$ cat config.mk
export PLATFORM = sky130hd
export DESIGN_NAME = stun_binding_response_parser
export DESIGN_NICKNAME = d
export VERILOG_FILES = /design/src/rtl/sbrp_pkg.sv /design/src/rtl/sbrp_in_reg.sv /design/src/rtl/sbrp_parse_core.sv /design/src/rtl/sbrp_out_reg.sv /design/src/rtl/stun_binding_response_parser.sv
export SDC_FILE = /design/constraint.sdc
export NUM_CORES = 1
export LEC_CHECK = 0
export BUFFER_PORTS_ARGS = -buffer_cell sky130_fd_sc_hd__buf_2
export CORE_ASPECT_RATIO = 2
export CORE_MARGIN = 4
export CORE_UTILIZATION = 55
export DETAILED_ROUTE_END_ITERATION = 6
export MAX_ROUTING_LAYER = met4
export PLACE_DENSITY = 0.75
export RECOVER_POWER = 25
export SLEW_MARGIN = 40
export SYNTH_ARGS = -nofsm -noshare
export SYNTH_HDL_FRONTEND = slang
export SYNTH_HIERARCHICAL = 1
export SYNTH_SLANG_ARGS = --single-unit
$ cat constraint.sdc
create_clock -name clk_i -period 8.2 [get_ports clk_i]
set_input_delay 1.64 -clock clk_i [delete_from_list [all_inputs] [get_ports clk_i]]
set_output_delay 1.64 -clock clk_i [all_outputs]
set_load 0.02 [all_outputs]
$ cat src/rtl/sbrp_pkg.sv
package sbrp_pkg;

  localparam int unsigned MaxDatagramBytesDef = 2048;

  localparam int unsigned ByteW   = 8;
  localparam int unsigned PortW   = 16;
  localparam int unsigned IpW     = 32;
  localparam int unsigned InDataW = 8;
  localparam int unsigned OutDataW = 56;
  localparam int unsigned CfgIdxW = 1;
  localparam int unsigned CfgDataW = 64;

  localparam logic [31:0] MagicCookie    = 32'h2112_A442;
  localparam logic [15:0] BindingSuccess = 16'h0101;
  localparam logic [7:0]  FamilyIpv4     = 8'h01;
  localparam logic [15:0] AttrMapped     = 16'h0001;
  localparam logic [15:0] MappedLen      = 16'd8;

  typedef enum logic [CfgIdxW-1:0] {
    CfgTxidHigh = 1'b0,
    CfgTxidLow  = 1'b1
  } cfg_idx_e;

  typedef enum logic [2:0] {
    StOk         = 3'd0,
    StNotBinding = 3'd1,
    StBadCookie  = 3'd2,
    StIdMismatch = 3'd3,
    StBadLength  = 3'd4,
    StNotIpv4    = 3'd5,
    StTruncated  = 3'd6
  } status_e;

  typedef enum logic [1:0] {
    PhHeader  = 2'd0,
    PhAttrHdr = 2'd1,
    PhMapped  = 2'd2,
    PhSkip    = 2'd3
  } phase_e;

  typedef struct packed {
    logic [ByteW-1:0] data;
    logic             last;
  } in_beat_t;

  typedef struct packed {
    status_e          status;
    logic             found;
    logic [PortW-1:0] port;
    logic [IpW-1:0]   ip;
  } verdict_t;

endpackage

$ cat src/rtl/sbrp_in_reg.sv
module sbrp_in_reg import sbrp_pkg::*; (
  input  logic     clk_i,
  input  logic     rst_ni,
  input  logic     valid_i,
  output logic     ready_o,
  input  in_beat_t beat_i,
  output logic     valid_o,
  output in_beat_t beat_o,
  input  logic     take_i
);

  logic     valid_q, valid_d;
  in_beat_t beat_q;

  assign ready_o = !valid_q || take_i;
  assign valid_d = (valid_i && ready_o) || (valid_q && !take_i);

  always_ff @(posedge clk_i or negedge rst_ni) begin
    if (!rst_ni) begin
      valid_q <= 1'b0;
    end else begin
      valid_q <= valid_d;
    end
  end

  always_ff @(posedge clk_i) begin
    if (valid_i && ready_o) begin
      beat_q <= beat_i;
    end
  end

  assign valid_o = valid_q;
  assign beat_o  = beat_q;

endmodule

$ cat src/rtl/sbrp_parse_core.sv
module sbrp_parse_core import sbrp_pkg::*; #(
  parameter int unsigned MaxDatagramBytes = MaxDatagramBytesDef
) (
  input  logic        clk_i,
  input  logic        rst_ni,
  input  logic        step_i,
  input  in_beat_t    beat_i,
  input  logic [31:0] txid_high_i,
  input  logic [63:0] txid_low_i,
  output logic        done_o,
  output verdict_t    verdict_o
);

  localparam int unsigned CntW = $clog2(MaxDatagramBytes + 1);

  typedef struct packed {
    phase_e           phase;
    logic [4:0]       pos;
    logic [CntW-1:0]  total;
    logic [15:0]      atype;
    logic [15:0]      alen;
    logic [16:0]      skip;
    status_e          err;
    logic             found;
    logic [PortW-1:0] port;
    logic [IpW-1:0]   ip;
  } core_st_t;

  localparam core_st_t StClear = '{
    phase: PhHeader, pos: '0, total: '0, atype: '0, alen: '0, skip: '0,
    err: StOk, found: 1'b0, port: '0, ip: '0
  };

  core_st_t st_q, st_d, st_u;

  logic [95:0] txid;
  logic [3:0]  id_idx;
  logic [7:0]  id_byte;
  logic [7:0]  b;
  logic [15:0] len_new;
  logic [1:0]  pad;
  logic [16:0] skip_new;
  logic        trunc;
  status_e     status;

  assign txid    = {txid_high_i, txid_low_i};
  assign id_idx  = 4'(st_q.pos - 5'd8);
  assign b       = beat_i.data;
  assign len_new = {st_q.alen[7:0], b};
  // padding up to a 4-byte boundary
  assign pad      = ~len_new[1:0] + 2'd1;
  assign skip_new = 17'(len_new) + 17'(pad);

  always_comb begin
    id_byte = '0;
    for (int k = 0; k < 12; k++) begin
      if (id_idx == 4'(k)) begin
        id_byte = txid[8*(11-k) +: 8];
      end
    end
  end

  // state after taking one byte
  always_comb begin
    st_u = st_q;
    if (st_q.total < CntW'(MaxDatagramBytes)) begin
      st_u.total = st_q.total + 1'b1;
      if (st_q.err == StOk) begin
        st_u.pos = st_q.pos + 5'd1;
        case (st_q.phase)
          PhHeader: begin
            if (st_q.pos < 5'd2) begin
              st_u.atype = {st_q.atype[7:0], b};
              if (st_q.pos == 5'd1 && {st_q.atype[7:0], b} != BindingSuccess) begin
                st_u.err = StNotBinding;
              end
            end else if (st_q.pos inside {[5'd4:5'd7]}) begin
              st_u.ip = {st_q.ip[23:0], b};
              if (st_q.pos == 5'd7) begin
                if ({st_q.ip[23:0], b} != MagicCookie) begin
                  st_u.err = StBadCookie;
                end
                st_u.ip = '0;
              end
            end else if (st_q.pos inside {[5'd8:5'd19]}) begin
              if (b != id_byte) begin
                st_u.err = StIdMismatch;
              end
            end
            if (st_q.pos == 5'd19) begin
              st_u.phase = PhAttrHdr;
              st_u.pos   = '0;
              st_u.atype = '0;
              st_u.alen  = '0;
            end
          end
          PhAttrHdr: begin
            if (st_q.pos < 5'd2) begin
              st_u.atype = {st_q.atype[7:0], b};
            end else begin
              st_u.alen = len_new;
            end
            if (st_q.pos == 5'd3) begin
              if (st_q.atype == AttrMapped) begin
                if (len_new != MappedLen) begin
                  st_u.err = StBadLength;
                end else begin
                  st_u.phase = PhMapped;
                  st_u.pos   = '0;
                end
              end else begin
                st_u.skip = skip_new;
                if (skip_new == '0) begin
                  st_u.phase = PhAttrHdr;
                  st_u.pos   = '0;
                  st_u.atype = '0;
                  st_u.alen  = '0;
                end else begin
                  st_u.phase = PhSkip;
                  st_u.pos   = '0;
                end
              end
            end
          end
          PhMapped: begin
            if (st_q.pos == 5'd1) begin
              if (b != FamilyIpv4) begin
                st_u.err = StNotIpv4;
              end
            end else if (st_q.pos == 5'd2 || st_q.pos == 5'd3) begin
              st_u.port = {st_q.port[7:0], b};
            end else if (st_q.pos >= 5'd4) begin
              st_u.ip = {st_q.ip[23:0], b};
            end
            if (st_q.pos >= 5'd7) begin
              st_u.found = 1'b1;
              st_u.phase = PhAttrHdr;
              st_u.pos   = '0;
              st_u.atype = '0;
              st_u.alen  = '0;
            end
          end
          default: begin
            st_u.pos = st_q.pos;
            if (st_q.skip != '0) begin
              st_u.skip = st_q.skip - 17'd1;
            end
            if (st_u.skip == '0) begin
              st_u.phase = PhAttrHdr;
              st_u.pos   = '0;
              st_u.atype = '0;
              st_u.alen  = '0;
            end
          end
        endcase
      end
    end
  end

  assign trunc = st_u.phase == PhHeader || st_u.phase == PhMapped ||
                 (st_u.phase == PhAttrHdr && st_u.pos != '0);

  always_comb begin
    if (st_u.err != StOk) begin
      status = st_u.err;
    end else if (trunc) begin
      status = StTruncated;
    end else begin
      status = StOk;
    end
  end

  always_comb begin
    verdict_o = '{status: status, found: 1'b0, port: '0, ip: '0};
    if (status == StOk && st_u.found) begin
      verdict_o.found = 1'b1;
      verdict_o.port  = st_u.port;
      verdict_o.ip    = st_u.ip;
    end
  end

  assign done_o = step_i && beat_i.last;

  always_comb begin
    st_d = st_q;
    if (step_i) begin
      st_d = beat_i.last ? StClear : st_u;
    end
  end

  always_ff @(posedge clk_i or negedge rst_ni) begin
    if (!rst_ni) begin
      st_q <= StClear;
    end else begin
      st_q <= st_d;
    end
  end

endmodule

$ cat src/rtl/sbrp_out_reg.sv
module sbrp_out_reg import sbrp_pkg::*; (
  input  logic                clk_i,
  input  logic                rst_ni,
  input  logic                load_i,
  input  verdict_t            verdict_i,
  output logic                valid_o,
  input  logic                ready_i,
  output logic [OutDataW-1:0] data_o
);

  logic     valid_q, valid_d;
  verdict_t verdict_q;

  assign valid_d = load_i || (valid_q && !ready_i);

  always_ff @(posedge clk_i or negedge rst_ni) begin
    if (!rst_ni) begin
      valid_q <= 1'b0;
    end else begin
      valid_q <= valid_d;
    end
  end

  always_ff @(posedge clk_i) begin
    if (load_i) begin
      verdict_q <= verdict_i;
    end
  end

  assign valid_o = valid_q;
  assign data_o  = {4'b0, verdict_q.ip, verdict_q.port, verdict_q.found, verdict_q.status};

endmodule

$ cat src/rtl/stun_binding_response_parser.sv
// Parses a received STUN binding success response, one datagram byte per transaction on the
// s_axis side (tlast marks the final byte), and returns one verdict per datagram on the
// m_axis side: status, whether a mapped IPv4 address was found, and its port and address.
// Bytes stream in at one per clock while s_axis_tready is high; each byte is parsed
// straight out of the input register; a verdict is registered as its last byte is taken.
// s_axis_tready only drops when a final byte would produce a new verdict while the
// previous one has not yet been taken. Program the expected transaction ID through the
// cfg port (index 0: bytes 0..3, index 1: bytes 4..11, big-endian) while no datagram is in
// flight. Bytes past MaxDatagramBytes in one datagram are ignored except for their tlast.
module stun_binding_response_parser import sbrp_pkg::*; #(
  parameter int unsigned MaxDatagramBytes = MaxDatagramBytesDef
) (
  input  logic                clk_i,
  input  logic                rst_ni,
  input  logic                s_axis_tvalid,
  output logic                s_axis_tready,
  input  logic [InDataW-1:0]  s_axis_tdata,  // data_byte[7:0]
  input  logic                s_axis_tlast,
  output logic                m_axis_tvalid,
  input  logic                m_axis_tready,
  // status[2:0], address_found[3], mapped_port[19:4], mapped_ip[51:20], zero[55:52]
  output logic [OutDataW-1:0] m_axis_tdata,
  input  logic                cfg_valid_i,
  output logic                cfg_ready_o,
  input  logic [CfgIdxW-1:0]  cfg_index_i,
  input  logic [CfgDataW-1:0] cfg_data_i
);

  logic [31:0] txid_high_q;
  logic [63:0] txid_low_q;

  in_beat_t in_beat, held_beat;
  logic     held_valid;
  logic     take;
  logic     done;
  verdict_t verdict;

  assign cfg_ready_o = 1'b1;

  always_ff @(posedge clk_i or negedge rst_ni) begin
    if (!rst_ni) begin
      txid_high_q <= '0;
      txid_low_q  <= '0;
    end else if (cfg_valid_i) begin
      case (cfg_idx_e'(cfg_index_i))
        CfgTxidHigh: txid_high_q <= cfg_data_i[31:0];
        CfgTxidLow:  txid_low_q  <= cfg_data_i;
        default: ;
      endcase
    end
  end

  assign in_beat = '{data: s_axis_tdata, last: s_axis_tlast};

  // a final byte waits while the previous verdict is still pending
  assign take = held_valid && (!held_beat.last || !m_axis_tvalid || m_axis_tready);

  sbrp_in_reg u_in_reg (
    .clk_i   (clk_i),
    .rst_ni  (rst_ni),
    .valid_i (s_axis_tvalid),
    .ready_o (s_axis_tready),
    .beat_i  (in_beat),
    .valid_o (held_valid),
    .beat_o  (held_beat),
    .take_i  (take)
  );

  sbrp_parse_core #(
    .MaxDatagramBytes (MaxDatagramBytes)
  ) u_core (
    .clk_i       (clk_i),
    .rst_ni      (rst_ni),
    .step_i      (take),
    .beat_i      (held_beat),
    .txid_high_i (txid_high_q),
    .txid_low_i  (txid_low_q),
    .done_o      (done),
    .verdict_o   (verdict)
  );

  sbrp_out_reg u_out_reg (
    .clk_i     (clk_i),
    .rst_ni    (rst_ni),
    .load_i    (done),
    .verdict_i (verdict),
    .valid_o   (m_axis_tvalid),
    .ready_i   (m_axis_tready),
    .data_o    (m_axis_tdata)
  );

endmodule

==> impl_results.md, run 1 <==
- Worst hold start: u_core/st_q[46]$_DFFE_PN0P_
- Gr usage total: 29.76%
- Mean Syn Cell Area: 10.37 µm²
- RR Startpoint: u_in_reg/beat_o[2]$_DFFE_PP_
- DRT iter0 DRCs: 962
- Maximum fanout along the worst path: 49
- Crit path DAT: 5.21 ns
- Max IR drop VDD: 0.0002085 V
- RSZ-0062 raised after global routing: false
- Worst Max-Slew Pin Slew: 2.660 ns
- GR peak layer: met2
- Sequential fraction of the synthesis area: 47.44%
- Hold Slack: 0.5023 ns
- Hold Fails Final Rpt: 0
- Max-slew violation count: 86
- Number of global-route vias before repair: 12286
- Grt met1 use: 29.24%
- Slew HR: -77.33%
- CTS Buf Count: 25
- Post-route cell area: 0.01659 mm²
- First-pass GRT wire length: 68.57 mm
- Critical path, cell by cell: clkbuf_1 -> clkbuf_1
- Max-cap viol count: 2
- GR Layer Usage met2: 54.96%
- Total power draw: 5.089 mW
- DR vias/cell: 6.502
- CTS resizes: 0
- Hold Buf Count CTS: 0
- GR Overflow Total: 0
- Post-route ant nets: 0
- Most common cell after layout, fill and taps aside: dfrtp_1
- Area grow syn2layout: 11.08%
- Status: finished with violations
- # diodes: 0
- Critical path class: input port to asynchronous set/reset pin
- Initial Util: 55.52%
- Final period util: 62.48%
- Worst-path clk slew: 0.07 ns
- FF+latch count, synth: 271
- EDFF count, synth: 61
- Residual DRC count: 0
- Fin worst setup slack: 3.077 ns
- Yosys warnings: 6
- CP startpoint kind: input port
- Root Driver: clkbuf_16
- Initial antenna violation count: 0
- Placed Area: 0.01574 mm²
- Vias after detailed routing: 12179
- PwrDens: 306.7 mW/mm²
- H-tree depth: 1
- Fin crit period: 5.123 ns
- Nets: 1598
- Final setup violation count: 0
- DIE HEIGHT: 241.1 µm
- CTS tree: built
- Worst Path Buf+Inv: 2
- # Post-CTS Setup Buffers: 0
- Min-delay worst type: flop to flop
- Avg WL per Cell: 23.58 µm
- Num ports: 138
- Core area: 0.02691 mm²
- Req. time, crit path: 8.29 ns
- GPL Wtd Cong: 0.9911
- Worst Setup End Kind: asynchronous set/reset pin
- CP startpoint: rst_ni
- GR Layer Usage met3: 3.079%
- DIE AREA: 0.03002 mm²
- Max Freq: 195.2 MHz
- Detailed Place HPWL: 32.24 mm
- Main synth FF type: dfrtp_1
- Ys async rst share: 77.49%
- P_leak: 6.744 nW
- Pre-antenna DRT Iters: 6
- Buffers added on ports: 132
- Failing checks: max-capacitance violations, max-slew violations
- Routed wire length: 44.16 mm
- Most frequent cells in the layout: dfrtp_1, buf_2, nand2_1, mux2_2, a22o_1
- Gate Count Post-Synth: 1441
- Clk buf depth: 3
- Share of layout cells above drive strength 1: 24.07%
- Largest net degree at the start of global routing: 70
- Pre-CTS WS: 3.749 ns
- Die W: 124.5 µm
- CTS sink cnt: 271
- Setup_tns: 0 ns
- Crit path largest cell delay: 1.98 ns
- Fin Clk Skew: 0.01908 ns
- Mapped Area: 0.01494 mm²
- Row count: 85
- Synth unique cells: 92
- Clk_lat worst skew: 0.56 ns
- Top Family by Delay on Critical Path: buffers and inverters
- Worst path most repeated cell: clkbuf_1
- Slowest cell on crit path: clkbuf_1
-- stage by stage --
stage	util, %	instances
final	61.67	1873
after global placement	58.24	1823
after detailed placement	58.51	1826
after floorplan	-	1444
after global routing	61.67	1873
after CTS	61.70	1872
-- final cells by class --
type                       count  area (µm²)
fill                        2169       10310
multi-input combinational   1005        7166
sequential                   271        7087
timing repair buffer         159       883.3
clock buffer                  33       748.2
tap                          348       435.4
inverter                      44       165.2
clock inverter                13       110.1
-- synthesized netlist by cell type (11+ instances only) --
cell / n / area [µm²]
nand3_1: 23 / 115.1
nor3_2: 11 / 110.1
o21ai_0: 64 / 320.3
dfrtp_1: 210 / 5255
xnor2_1: 12 / 105.1
clkbuf_1: 91 / 341.6
nand4_1: 14 / 87.58
nand2b_1: 19 / 118.9
nor3_1: 59 / 295.3
mux2_2: 106 / 1194
ha_1: 13 / 162.7
nor2b_1: 20 / 125.1
a221oi_1: 14 / 122.6
a22o_1: 104 / 910.9
nor4_1: 14 / 87.58
nor4b_1: 13 / 113.9
edfxtp_1: 61 / 1832
nand2_1: 107 / 401.6
o21a_1: 13 / 97.59
o22ai_1: 22 / 137.6
buf_6: 11 / 123.9
inv_1: 43 / 161.4
nand3b_1: 15 / 112.6
nor2_1: 78 / 292.8
a21oi_1: 72 / 360.4
-- where the power goes --
| group | internal, mW | leakage (nW) | switching, mW | total [mW] |
|---|---|---|---|---|
| Clock | 0.680 | 0.435 | 0.530 | 1.21 |
| Sequential | 1.57 | 3.29 | 0.230 | 1.80 |
| Combinational | 0.748 | 3.02 | 1.34 | 2.08 |
-- path summary, 6_finish.rpt --
kind	to	slack, ns	cells past startpoint
max in group clk_i	u_out_reg/data_o[7]$_DFFE_PP_	3.66	11
max reg2reg	u_out_reg/data_o[7]$_DFFE_PP_	3.66	11
min reg2reg	u_core/st_q[46]$_DFFE_PN0P_	0.50	1
max	u_core/st_q[68]$_DFFE_PN0P_	3.08	2
min	u_core/st_q[46]$_DFFE_PN0P_	0.50	1
min in group asynchronous	u_core/st_q[104]$_DFFE_PN0P_	1.74	1
-- flip-flops by register name (all words and copies together), names as in the netlist --
| name | cells |
|---|---|
| u_in_reg/valid_o | 1 |
| u_in_reg/beat_o | 9 |
| u_out_reg/data_o | 52 |
| txid_high_q | 32 |
| u_core/len_new | 8 |
| u_core/st_q | 104 |
| txid_low_q | 64 |
| u_out_reg/valid_o | 1 |
-- metal layers --
metal | vias up | wire [µm]
met1 | 5974 | 14720
met2 | 499 | 24170
li1 | 5511 | -
met4 | 0 | 3415
met3 | 195 | 1847
met5 | - | 0
-- kinds of logic (layout without fill, tap and decap cells) --
| logic type | after synthesis | after routing | share of synthesized area (%) |
|---|---|---|---|
| AOI/OAI and AO/OA | 406 | 406 | 19.66 |
| xor gates and xnor gates | 22 | 22 | 1.290 |
| adders and majority gates | 13 | 13 | 1.089 |
| buffers and inverters | 168 | 249 | 5.176 |
| DFF | 271 | 271 | 47.44 |
| muxes | 117 | 117 | 8.995 |
| other | 2 | 5 | 0.05027 |
| and+or+nand+nor | 442 | 442 | 16.31 |
Note: power is estimated with default switching activity, not from simulation.
==> run 2: changes to the inputs <==
CORE_UTILIZATION = 54   (was 55)
PLACE_DENSITY = 0.76   (was 0.75)
clock period = 4.53 ns   (was 8.2 ns; I/O delays follow)
==> run 2 against run 1 <==
Effect of this change:
- cell count is 1.3% higher
- clock skew is 0.0036 ns higher
- the flow still finishes with violations (max-capacitance violations, max-slew violations)
- sequential share of layout area is 0.48 points lower
- die area is 1.8% higher
- routed wire length is 0.80% higher
- flip-flop and latch count stayed put
- combinational power is 93% higher
- clock-buffer cell count is 3 lower
- largest cell class unchanged
- highest routed layer unchanged
- final area is 1.1% higher
==> impl_results.md, run 2 (synthesis gave the netlist of run 1 again) <==
- Root Driver: clkbuf_16
- GPL Wtd Cong: 1.009 (+1.8%)
- Req. time, crit path: 4.88 ns (-3.41 ns)
- H-tree depth: 1 (unchanged)
- Final period util: 94.66%
- # diodes: 0 (unchanged)
- Hold Path Depth: 1 (unchanged)
- Max Used Layer: met4
- Initial Util: 55.09% (-0.44 points)
- Total power draw: 9.356 mW (+84%)
- Buffers added on ports: 132 (unchanged)
- Min-delay worst type: flop to flop
- DR vias/cell: 6.538 (+0.55%)
- Pre-antenna DRT Iters: 6 (unchanged)
- RR Startpoint: u_core/st_q[113]$_DFFE_PN0P_
- Max-slew violation count: 66 (-23%)
- Number of global-route vias before repair: 12554 (+2.2%)
- Critical path class: flop to flop
- Hold Buf Count CTS: 0 (unchanged)
- DIE AREA: 0.03055 mm² (+1.8%)
- Crit path DAT: 4.64 ns (-0.57 ns)
- Largest register by flop count: u_core/st_q
- DRT iter0 DRCs: 991 (+3.0%)
- Detailed Place HPWL: 33.24 mm (+3.1%)
- Most frequent cells in the layout: dfrtp_1, buf_2, nand2_1
- Num ports: 138 (unchanged)
- Worst Setup End Kind: flop
- Post-route cell area: 0.01678 mm² (+1.1%)
- Core area: 0.02712 mm² (+0.79%)
- Hold Fails Final Rpt: 0 (unchanged)
- Pre-CTS WS: 0.4334 ns (-3.315 ns)
- Vias after detailed routing: 12410 (+1.9%)
- Reg2Reg Depth: 14 (+3)
- Area grow syn2layout: 12.34%
- Failing checks: max-capacitance violations, max-slew violations
- Most common cell after layout, fill and taps aside: dfrtp_1
- Gr usage total: 29.18% (-0.59 points)
- Fin crit period: 4.288 ns
- Placed Area: 0.01597 mm² (+1.5%)
- Nets: 1626 (+1.8%)
- Met3 routed WL: 2.008 mm (+8.7%)
- Largest net degree at the start of global routing: 73 (+4.3%)
- Row count: 85 (unchanged)
- FF-to-FF End: u_out_reg/data_o[21]$_DFFE_PP_
- DIE HEIGHT: 243.2 µm (+0.89%)
- Wire length on met1: 14.41 mm (-2.1%)
- Share of layout cells above drive strength 1: 25.16% (+1.1 points)
- PwrDens: 557.5 mW/mm² (+82%)
- Fin Clk Skew: 0.02267 ns (+0.003592 ns)
- First-pass GRT wire length: 68.89 mm (+0.46%)
- Avg WL per Cell: 23.45 µm (-0.52%)
- Routed wire length: 44.51 mm (+0.80%)
- Wire length on met2: 24.23 mm (+0.22%)
- Max IR drop VDD: 0.0004187 V (+100%)
- Worst Max-Slew Pin Slew: 3.742 ns (+1.082 ns)
- CTS Buf Count: 23 (-8.0%)
- Residual DRC count: 0 (unchanged)
- Status: finished with violations
- CTS tree: built
- Max-cap viol count: 1 (-1)
- Maximum fanout along the worst path: 51 (+4.1%)
- Clk buf depth: 3 (unchanged)
- Fin worst setup slack: 0.2418 ns (-2.835 ns)
- P_leak: 6.879 nW (+2.0%)
- Max FFs per register: 104 (unchanged)
- CTS sink cnt: 271 (unchanged)
- R2R setup slack: 0.24 ns (-3.42 ns)
- Die W: 125.6 µm (+0.86%)
- Max Freq: 233.2 MHz
- Initial antenna violation count: 0 (unchanged)
- CTS resizes: 0 (unchanged)
- Slew HR: -149.5% (-72 points)
- Setup_tns: 0 ns (unchanged)
- Worst hold start: u_core/st_q[30]$_DFFE_PN0P_
- GR Overflow Total: 0 (unchanged)
- Post-route ant nets: 0 (unchanged)
- Worst-path clk slew: 0.07 ns (about the same)
- Hold path endpoint: u_core/st_q[30]$_DFFE_PN0P_
- Clk_lat worst skew: 0.54 ns (-0.02 ns)
- FILL cells: 2249 (+3.7%)
- CP startpoint kind: flop
- Final setup violation count: 0 (unchanged)
- RSZ-0062 raised after global routing: false
- # Post-CTS Setup Buffers: 0 (unchanged)
==> run 2: cell count changes in the layout (fill, tap and decap cells not counted), moves of 2 or more <==
| cell | change |
|---|---|
| buf_4 | +28 |
| clkinv_2 | -4 |
| clkbuf_8 | -2 |
| bufinv_16 | +3 |
| buf_12 | +3 |
| buf_2 | +2 |
| nand2_2 | -2 |
| clkbuf_4 | +2 |
| clkbuf_16 | -4 |
==> run 2: how the worst max path moves through the flow <==
stage | from | end | slack, ns | cells after the start
global placement | u_core/st_q[114]$_DFFE_PN0P_ | u_out_reg/data_o[3]$_DFFE_PP_ | 0.35 | 14
floorplan | m_axis_tready | u_core/st_q[90]$_DFFE_PN0P_ | 0.80 | 7
CTS | u_core/st_q[114]$_DFFE_PN0P_ | u_out_reg/data_o[21]$_DFFE_PP_ | 0.38 | 14
global route | rst_ni | u_core/st_q[46]$_DFFE_PN0P_ | 0.06 | 2
finish | u_core/st_q[113]$_DFFE_PN0P_ | u_out_reg/data_o[21]$_DFFE_PP_ | 0.24 | 14
detailed placement | u_core/st_q[114]$_DFFE_PN0P_ | u_out_reg/data_o[30]$_DFFE_PP_ | 0.43 | 14
==> run 2: routing by layer <==
metal	up-vias	global-route usage, %
met5	-	-
met4	0	20.31
met3	209	2.728
met2	556	53.71
met1	6076	28.08
li1	5569	-
==> run 2: worst max-delay path: stages, from the launching register on <==
cell and delay [ns]:
dfrtp_1 0.53, inv_1 0.17, ha_1 0.46, nor2b_1 0.25, buf_4 0.18, a221oi_1 0.52, o21ai_0 0.16, a32oi_1 0.23
xor2_1 0.18, o2111ai_1 0.20, nor3_1 0.35, buf_4 0.19, o2111ai_4 0.12, buf_12 0.22, nor3_1 0.29
==> run 2: where the power goes <==
group / leakage (nW) / total (mW) / internal (mW) / switching, mW
Sequential: 3.29 / 3.21 / 2.83 / 0.375
Clock: 0.404 / 2.13 / 1.23 / 0.897
Combinational: 3.19 / 4.02 / 1.49 / 2.53
Total: 6.88 / 9.36 / 5.56 / 3.80
==> run 2: stage by stage <==
step	std cells	hold slack [ns]	utilization (%)
floorplan	1444	0.4551	-
global placement	1856	0.4728	58.83
detailed placement	1857	0.4833	58.90
CTS	1898	0.3793	61.89
global route	1898	0.5199	61.88
finish	1898	0.5061	61.88
==> run 2: layout make-up <==
type	instances	area [µm²]	share of cell area (%)
Multi-Input combinational cell	1005	7152	42.62
Sequential cell	271	7087	42.23
Inverter	44	165.2	0.9841
Clock inverter	11	175.2	1.044
Timing Repair Buffer	189	1132	6.747
Clock buffer	30	635.6	3.787
Tap cell	348	435.4	2.595
